[src/icl_pkg.sv]
// Shared types, constants and helper functions for the ICCID reply Luhn checker.
package icl_pkg;

  localparam int LINE_LEN   = 64;
  localparam int POS_W      = $clog2(LINE_LEN + 1);
  localparam int COUNT_W    = 7;
  localparam int PREFIX_LEN = 8;
  localparam int PREFIX_W   = $clog2(PREFIX_LEN);
  localparam int CFG_ADDR_W = 3;
  localparam int CFG_DATA_W = 32;

  localparam logic [COUNT_W-1:0] DIGIT_MAX  = 7'd127;
  localparam logic [COUNT_W-1:0] ICCID_MIN  = 7'd18;
  localparam logic [COUNT_W-1:0] ICCID_MAX  = 7'd22;
  localparam logic [3:0]         LUHN_FIRST = 4'd8;
  localparam logic [3:0]         LUHN_SECOND = 4'd9;
  localparam logic [3:0]         RADIX      = 4'd10;

  localparam logic [7:0] CHAR_CR    = 8'h0D;
  localparam logic [7:0] CHAR_A     = 8'h41;
  localparam logic [7:0] CHAR_T     = 8'h54;
  localparam logic [7:0] CHAR_PLUS  = 8'h2B;
  localparam logic [7:0] CHAR_ZERO  = 8'h30;
  localparam logic [7:0] CHAR_NINE  = 8'h39;

  localparam logic REG_CHECK_ICCID = 1'b0;

  typedef enum logic [1:0] {
    CLS_UNDECIDED = 2'd0,
    CLS_IGNORED   = 2'd1,
    CLS_PLAIN     = 2'd2,
    CLS_PREFIXED  = 2'd3
  } line_class_t;

  typedef enum logic [1:0] {
    PEND_NONE = 2'd0,
    PEND_A    = 2'd1,
    PEND_PLUS = 2'd2
  } pend_kind_t;

  typedef enum logic [1:0] {
    VERDICT_IGNORED  = 2'd0,
    VERDICT_ACCEPTED = 2'd1,
    VERDICT_REJECTED = 2'd2
  } verdict_t;

  typedef struct packed {
    logic [7:0] line_char;
    logic       line_last;
  } item_t;

  typedef struct packed {
    verdict_t             verdict;
    logic [COUNT_W-1:0]   digit_total;
  } result_t;

  typedef struct packed {
    logic fire;
    logic check_iccid;
  } scan_ctrl_t;

  function automatic logic [7:0] prefix_char(input logic [PREFIX_W-1:0] idx);
    logic [7:0] c;
    case (idx)
      3'd0:    c = 8'h2B;
      3'd1:    c = 8'h49;
      3'd2:    c = 8'h43;
      3'd3:    c = 8'h43;
      3'd4:    c = 8'h49;
      3'd5:    c = 8'h44;
      3'd6:    c = 8'h3A;
      default: c = 8'h20;
    endcase
    return c;
  endfunction

  function automatic logic [3:0] add_mod10(input logic [3:0] a, input logic [3:0] b);
    logic [4:0] s;
    s = {1'b0, a} + {1'b0, b};
    if (s >= {1'b0, RADIX}) begin
      s = s - {1'b0, RADIX};
    end
    return s[3:0];
  endfunction

endpackage

[src/icl_scan.sv]
// Line classifier, leading digit counter and dual-parity Luhn sums for one reply line.
module icl_scan (
  input  logic              clk,
  input  logic              rst,
  input  icl_pkg::item_t    item,
  input  icl_pkg::scan_ctrl_t ctrl,
  output icl_pkg::result_t  result,
  output logic              line_idle
);

  logic [icl_pkg::POS_W-1:0]   pos, pos_next;
  icl_pkg::line_class_t        cls, cls_next;
  icl_pkg::pend_kind_t         pend, pend_next;
  logic [icl_pkg::COUNT_W-1:0] cnt, cnt_next;
  logic [3:0]                  sum_even, sum_even_next;
  logic [3:0]                  sum_odd, sum_odd_next;
  logic                        ended, ended_next;
  logic                        first_eight, first_eight_next;
  logic                        second_nine, second_nine_next;

  logic                        do_feed;
  logic                        is_digit;
  logic [3:0]                  d;
  logic [4:0]                  dbl;
  logic [3:0]                  dd;
  logic [7:0]                  ch;
  logic [7:0]                  ch_off;
  icl_pkg::line_class_t        cls_final;
  logic [3:0]                  sum_sel;
  logic                        luhn_ok;

  assign ch       = item.line_char;
  assign is_digit = (ch >= icl_pkg::CHAR_ZERO) && (ch <= icl_pkg::CHAR_NINE);
  assign ch_off   = ch - icl_pkg::CHAR_ZERO;
  assign d        = ch_off[3:0];
  assign dbl      = {d, 1'b0};
  assign dd       = (d < 4'd5) ? dbl[3:0] : 4'(dbl - 5'd9);

  always_comb begin
    pos_next         = pos;
    cls_next         = cls;
    pend_next        = pend;
    cnt_next         = cnt;
    sum_even_next    = sum_even;
    sum_odd_next     = sum_odd;
    ended_next       = ended;
    first_eight_next = first_eight;
    second_nine_next = second_nine;
    do_feed          = 1'b0;

    if (pos < icl_pkg::POS_W'(icl_pkg::LINE_LEN)) begin
      pos_next = pos + 1'b1;
      case (cls) inside
        icl_pkg::CLS_IGNORED: begin
        end
        icl_pkg::CLS_PLAIN, icl_pkg::CLS_PREFIXED: begin
          do_feed = 1'b1;
        end
        default: begin
          if (pos == '0) begin
            if (ch == icl_pkg::CHAR_CR) begin
              cls_next = icl_pkg::CLS_IGNORED;
            end else if (ch == icl_pkg::CHAR_A) begin
              pend_next  = icl_pkg::PEND_A;
              ended_next = 1'b1;
            end else if (ch == icl_pkg::CHAR_PLUS) begin
              pend_next = icl_pkg::PEND_PLUS;
            end else begin
              cls_next = icl_pkg::CLS_PLAIN;
              do_feed  = 1'b1;
            end
          end else if (pend == icl_pkg::PEND_A) begin
            cls_next = (ch == icl_pkg::CHAR_T) ? icl_pkg::CLS_IGNORED : icl_pkg::CLS_PLAIN;
          end else if ((pos < icl_pkg::POS_W'(icl_pkg::PREFIX_LEN)) &&
                       (ch == icl_pkg::prefix_char(pos[icl_pkg::PREFIX_W-1:0]))) begin
            if (pos == icl_pkg::POS_W'(icl_pkg::PREFIX_LEN - 1)) begin
              cls_next = icl_pkg::CLS_PREFIXED;
            end
          end else begin
            cls_next = icl_pkg::CLS_IGNORED;
          end
        end
      endcase
    end

    if (do_feed && !ended) begin
      if (!is_digit) begin
        ended_next = 1'b1;
      end else if (cnt != icl_pkg::DIGIT_MAX) begin
        if (cnt == 7'd0) begin
          first_eight_next = (d == icl_pkg::LUHN_FIRST);
        end
        if (cnt == 7'd1) begin
          second_nine_next = (d == icl_pkg::LUHN_SECOND);
        end
        if (!cnt[0]) begin
          sum_even_next = icl_pkg::add_mod10(sum_even, dd);
          sum_odd_next  = icl_pkg::add_mod10(sum_odd, d);
        end else begin
          sum_even_next = icl_pkg::add_mod10(sum_even, d);
          sum_odd_next  = icl_pkg::add_mod10(sum_odd, dd);
        end
        cnt_next = cnt + 1'b1;
      end
    end
  end

  always_comb begin
    cls_final = cls_next;
    if (cls_next == icl_pkg::CLS_UNDECIDED) begin
      cls_final = (pend_next == icl_pkg::PEND_A) ? icl_pkg::CLS_PLAIN : icl_pkg::CLS_IGNORED;
    end
    sum_sel = cnt_next[0] ? sum_odd_next : sum_even_next;
    luhn_ok = (cnt_next >= icl_pkg::ICCID_MIN) && (cnt_next <= icl_pkg::ICCID_MAX) &&
              (sum_sel == 4'd0) && first_eight_next && second_nine_next;
    if (cls_final == icl_pkg::CLS_IGNORED) begin
      result.verdict     = icl_pkg::VERDICT_IGNORED;
      result.digit_total = '0;
    end else begin
      result.digit_total = cnt_next;
      if (ctrl.check_iccid && !luhn_ok) begin
        result.verdict = icl_pkg::VERDICT_REJECTED;
      end else begin
        result.verdict = icl_pkg::VERDICT_ACCEPTED;
      end
    end
  end

  assign line_idle = (pos == '0);

  always_ff @(posedge clk) begin
    if (rst || (ctrl.fire && item.line_last)) begin
      pos         <= '0;
      cls         <= icl_pkg::CLS_UNDECIDED;
      pend        <= icl_pkg::PEND_NONE;
      cnt         <= '0;
      sum_even    <= '0;
      sum_odd     <= '0;
      ended       <= 1'b0;
      first_eight <= 1'b0;
      second_nine <= 1'b0;
    end else if (ctrl.fire) begin
      pos         <= pos_next;
      cls         <= cls_next;
      pend        <= pend_next;
      cnt         <= cnt_next;
      sum_even    <= sum_even_next;
      sum_odd     <= sum_odd_next;
      ended       <= ended_next;
      first_eight <= first_eight_next;
      second_nine <= second_nine_next;
    end
  end

endmodule

[config.mk]
export PLATFORM = sky130hd
export DESIGN_NAME = icl_scan
export DESIGN_NICKNAME = d
export VERILOG_FILES = /design/src/icl_pkg.sv /design/src/icl_scan.sv
export SDC_FILE = /design/constraint.sdc
export NUM_CORES = 1
export LEC_CHECK = 0
export ABC_AREA = 0
export BUFFER_PORTS_ARGS = -buffer_cell sky130_fd_sc_hd__buf_2
export CAP_MARGIN = 20
export CELL_PAD_IN_SITES_DETAIL_PLACEMENT = 1
export CELL_PAD_IN_SITES_GLOBAL_PLACEMENT = 1
export CORE_MARGIN = 1
export CORE_UTILIZATION = 46
export DETAILED_ROUTE_END_ITERATION = 8
export PLACE_DENSITY = 0.82
export SYNTH_ARGS = -nofsm -noshare
export SYNTH_HDL_FRONTEND = slang
export SYNTH_SLANG_ARGS = --single-unit
[constraint.sdc]
create_clock -name clk -period 4.5 [get_ports clk]
set_clock_uncertainty 0.15 [all_clocks]
set_input_delay 0.225 -clock clk [delete_from_list [all_inputs] [get_ports clk]]
set_output_delay 0.225 -clock clk [all_outputs]
set_load 0.005 [all_outputs]
-- Yosys cells after proc, flatten, opt, wreduce, memory -nomap -nowiden
Index checks and enable logic that the tools add are counted.
- add/subtract/negate cells: 12
- magnitude comparators: 11
- equality and inequality tests: 22
- mux-type cells: 68
- reduce and logical (&&, ||, !) cells: 21
- operators with widths (kind ; count):
    two-way mux 4 bit ; 14
    two-way mux 2 bit ; 21
    two-way mux 8 bit ; 5
    one-hot mux 7 bit (5 select lines) ; 1
    two-way mux 1 bit ; 23
    two-way mux 7 bit ; 3
    adder 4 x 4 -> 5 bit ; 4
    >= comparator 5 x 4 -> 1 bit (second input constant) ; 4
    subtractor 4 bit (second input constant) ; 5
    equality test 8 x 7 -> 1 bit (second input constant) ; 2
    adder 7 x 1 -> 7 bit (second input constant) ; 2
    logical NOT 7 bit ; 2
    equality test 3 bit (second input constant) ; 3
    logical AND 1 bit ; 9
    two-way mux 9 bit ; 1
    equality test 2 x 1 -> 1 bit (second input constant) ; 4
    equality test 4 bit (second input constant) ; 2
    equality test 8 x 4 -> 1 bit (second input constant) ; 1
    equality test 8 x 6 -> 1 bit (second input constant) ; 1
    equality test 8 bit ; 1
    >= comparator 8 x 6 -> 1 bit (second input constant) ; 1
    less-or-equal comparator 8 x 6 -> 1 bit (second input constant) ; 1
    equality test 7 x 1 -> 1 bit (second input constant) ; 1
    equality test 7 x 3 -> 1 bit (second input constant) ; 1
    other kinds (17) ; 22
- register bits: 29
- bits of input ports: 13

-- Logic depth before layout (Yosys ltp)
- depth in word-level cells: 20
- depth in mapped cells: 17
- depth with buffers taken out: 17

-- Least setup slack after synthesis
Ideal clock, no wire load.
- path type: input to register
- start: in item[2] (netlist name)
- end: reg sum_odd[2]
- arrival time: 3161 ps
- required time: 4279 ps
- path slack: 1118 ps
- stages on the path: 16
- buffers on the path: 0
- cells stage by stage: inv_1 ha_1 inv_1 a21oi_1 xnor2_1 inv_1 fa_1 xor2_1 ha_1 a21boi_0 o21ai_0 a21oi_1 mux2_2 nand2_1 o211ai_1 a21oi_1
- longest elaborated chain between the ends: 10
- elaborated cells on any way between the ends: 30
- classes of those cells: add/sub (6); order compare (5); eq/ne (3); mux (14); reduce/logical (2)
- ends and longest elaborated chain (element ; line ; RTL):
    from (decl) ; icl_scan.sv:5 ; input icl_pkg::item_t item,
    subtractor 4 x 1 -> 4 bit or equality test 8 x 6 -> 1 bit (tied branches) ; icl_scan.sv:34, icl_scan.sv:66 ;
    subtractor 4 bit (tied with other cells) ; icl_scan.sv:37 ; assign dd = (d < 4'd5) ? dbl[3:0] : 4'(dbl - 5'd9);
    two-way mux 4 bit or two-way mux 1 bit (tied branches) ; icl_scan.sv:37, icl_scan.sv:63 ;
    adder 4 x 4 -> 5 bit or two-way mux 1 bit (tied branches) ; icl_pkg.sv:79, icl_scan.sv:61 ;
    subtractor 4 bit (tied with other cells) ; icl_pkg.sv:81 ; s = s - {1'b0, RADIX};
    two-way mux 4 bit or two-way mux 1 bit (tied branches) ; icl_pkg.sv:80, icl_scan.sv:53 ;
    two-way mux 4 bit or two-way mux 1 bit (tied branches) ; icl_scan.sv:96, icl_scan.sv:53 ;
    two-way mux 4 bit or two-way mux 1 bit (tied branches) ; icl_scan.sv:89, icl_scan.sv:51 ;
    two-way mux 4 bit or logical AND 1 bit (tied branches) ; icl_scan.sv:87, icl_scan.sv:86 ;
    two-way mux 4 bit * ; icl_scan.sv:86 ; if (do_feed && !ended) begin
    to (signal assigned) ; icl_scan.sv:148 ; sum_odd <= sum_odd_next;
    to (decl) ; icl_scan.sv:16 ; logic [3:0] sum_odd, sum_odd_next;
Mark *: on every way between the ends. The rest lies on a longest branch, timed or not.
A chain may end at the register's enable or synchronous reset.

==> results.tsv <==
metric	value	unit
commonest non-fill, non-tap cell in the layout	nor2_1	
PortBufs	22	
vias in the first global route	3261	
clock slew at reported path FFs	0.07	ns
CORE AREA	0.00649	sq mm
mean post-synth cell area	7.59	sq um
final net count	482	
Die H	85.1	um
Post-DP Area	0.00332	sq mm
DRC	0	
CTS tree	built	
Hold Crit Depth	3	
P_leak	1.39	nW
Routed WL	9540	um
Final Hold Viols	0	
RSZ-0062 raised after global routing	no	
initial antenna violation count	0	
Hold Path Class	in -> reg	
Setup Fix Bufs, Post-CTS	0	
CP required	4.12	ns
crit-path cells	inv_1 -> ha_1 -> nor3_1 -> xnor2_1 -> nor4_1 -> a31oi_1 -> o41ai_1 -> a211oi_1 -> buf_2 -> a311oi_1 -> buf_2	
Final min period	4.16	ns
#FFs+latches synth	29	
Final HPWL DP	7200	um
Root Buffer	clkbuf_8	
chip width	85.1	um
Placed Cells	501	
pre-CTS setup slack	0.380	ns
Cell Area, Synth	0.00317	sq mm
DR iter-0 viols	113	
H-Tree Depth	2	
layout cells sized above 1	11.3	%
crit share post-route	92.4	%
IO Pins	23	
grt ovf	0	
DR pass1 iterations	4	
CP Max Fanout	13	
CP bufs+invs	3	
later-pin clock latency in the skew report	0.29	ns
setup ws final	0.342	ns
Async SR Flop Fraction	0	%
Cell Count, Final, Fillers Out	511	
max_cap viols	0	
Setup crit end kind	output pin	
CP Class	reg -> out	
Startpoint Class	register	
ANT nets after route	0	
row count	29	
syn_nets	467	
CP Depth	11	
largest net degree at the start of global routing	30	
Starting Density	48.9	%
reg2reg path depth	9	
total CTS buffers	5	
Yosys cell types	59	
Pwr Density	223	mW/mm^2
Worst path slowest cell	dfxtp_1	
first-pass GRT wire length	16100	um
post-synthesis sequential area ratio	18.3	%
CTS max path bufs	2	
clock sinks	29	
final setup fails	0	
Finished Cell Area	0.00347	sq mm
max_slew headroom	52.7	%
Mapped Cells	418	
total number of yosys warnings	0	
cell occurring most often along the worst timing path	buf_2	
routed via count	3106	
EDFF count, synth	0	
# fillers	819	
gr usage total	28.0	%
crit-path leading delay family	simple AND/OR/NAND/NOR gates	
Hold WS	0.190	ns
Max stage delay on crit path	0.63	ns
f_max	240	MHz
Layout area overhead	9.34	%
max-slew violation count	0	
Slew @ Worst Pin	0.710	ns
Max rail drop VDD	117	uV
Die Area	0.00724	sq mm
commonest cells after routing, fill and taps aside	nor2_1 (55), nand2_1 (33), ha_1 (32)	
routability congestion estimate	0.828	
status	complete, no violations	
ys flop type	dfxtp_1	
reg2reg setup slack	1.24	ns
setup TNS	0	ns
Avg WL per Cell	18.7	um
Critical Path AT	3.78	ns
Vias/cell	6.08	
ANT cells	0	
cells by family (layout without fill, tap and decap cells):
family                   Yosys count  count (layout)  synth area share [%]
AO/OA/AOI/OAI                    100             100                  21.8
XOR/XNOR                          27              27                  7.45
adder cells (fa/ha/maj)           36              36                  15.1
buffers and inverters             45              61                  5.52
flip-flops                        29              29                  18.3
multiplexers                      14              14                  4.57
AND/OR/NAND/NOR                  167             167                  27.3
path summary, 6_finish.rpt:
kind / end / from
worst max-delay path: result[4] / pos[2]$_SDFFE_PP0P_
worst min register to register: pend[0]$_SDFFE_PP0P_ / pend[0]$_SDFFE_PP0P_
worst min-delay path: pend[0]$_SDFFE_PP0P_ / ctrl[1]
worst max register to register: cls[1]$_SDFFE_PP0P_ / pos[2]$_SDFFE_PP0P_
final cells by class:
cell class                 instances  area, sq um  area share (%)
clock buffer                       6         82.6            2.38
tap                               77         96.3            2.78
sequential                        29          581            16.7
inverter                          28          105            3.03
multi-input combinational        344         2420            69.7
timing repair buffer              25          150            4.33
clock inverter                     2         37.5            1.08
worst register-to-register path, cell delays in order, from the launching register on:
cell     delay (ns)
dfxtp_1        0.63
inv_1          0.15
ha_1           0.31
nor3_1         0.44
xnor2_1        0.22
nor4_1         0.50
a31oi_1        0.15
o41ai_1        0.40
a21oi_1        0.13
nor2_1         0.12
report_power, final:
part           switching [mW]  internal, mW  leakage [nW]
clock                   0.121         0.180        0.0574
sequential            0.00773         0.261         0.235
combinational           0.122        0.0813          1.10
state kept, by name, indices dropped and copies added (netlist names):
name / flops
cnt: 7
ended: 1
second_nine: 1
pos: 7
cls: 2
first_eight: 1
sum_even: 4
sum_odd: 4
pend: 2
cell usage after synthesis (5+ instances only):
master    number  share of area, %
a211oi_1      12               2.8
a21oi_1       31               4.9
a31oi_1        5              0.99
buf_2          5              0.79
clkbuf_1      12               1.4
dfxtp_1       29                18
ha_1          32                13
inv_1         28               3.3
mux2i_1       10               3.2
nand2_1       33               3.9
nand3_1        8               1.3
nor2_1        55               6.5
nor2b_1       13               2.6
nor3_1        15               2.4
nor4_1         6               1.2
o211ai_1       8               1.9
o21ai_0       14               2.2
xnor2_1       17               4.7
xor2_1        10               2.8
through the flow:
| step | power [mW] | util (%) |
|---|---|---|
| floorplan | 0.414 | - |
| finish | 0.773 | 53.4 |
| detailed placement | 0.468 | 51.1 |
| global placement | 0.457 | 51.1 |
| global route | 0.811 | 53.4 |
| CTS | 0.769 | 52.9 |
routing by layer:
layer | vias to the layer above | global-route usage, % | share of wire [%]
met1 | 1518 | 34.1 | 45
li1 | 1519 | - | -
met2 | 58 | 50.1 | 50
met5 | - | 0 | 0
met3 | 11 | 4.38 | 3.5
met4 | 0 | 9.24 | 1.7
what timing repair did:
item / 4_1_cts / 5_1_grt
hold buffers: 0 / 0
hold endpoints to repair: 0 / 0
setup endpoints to repair: 0 / 1
resized for setup: 0 / 1
Power figures use the tool's default switching activity.
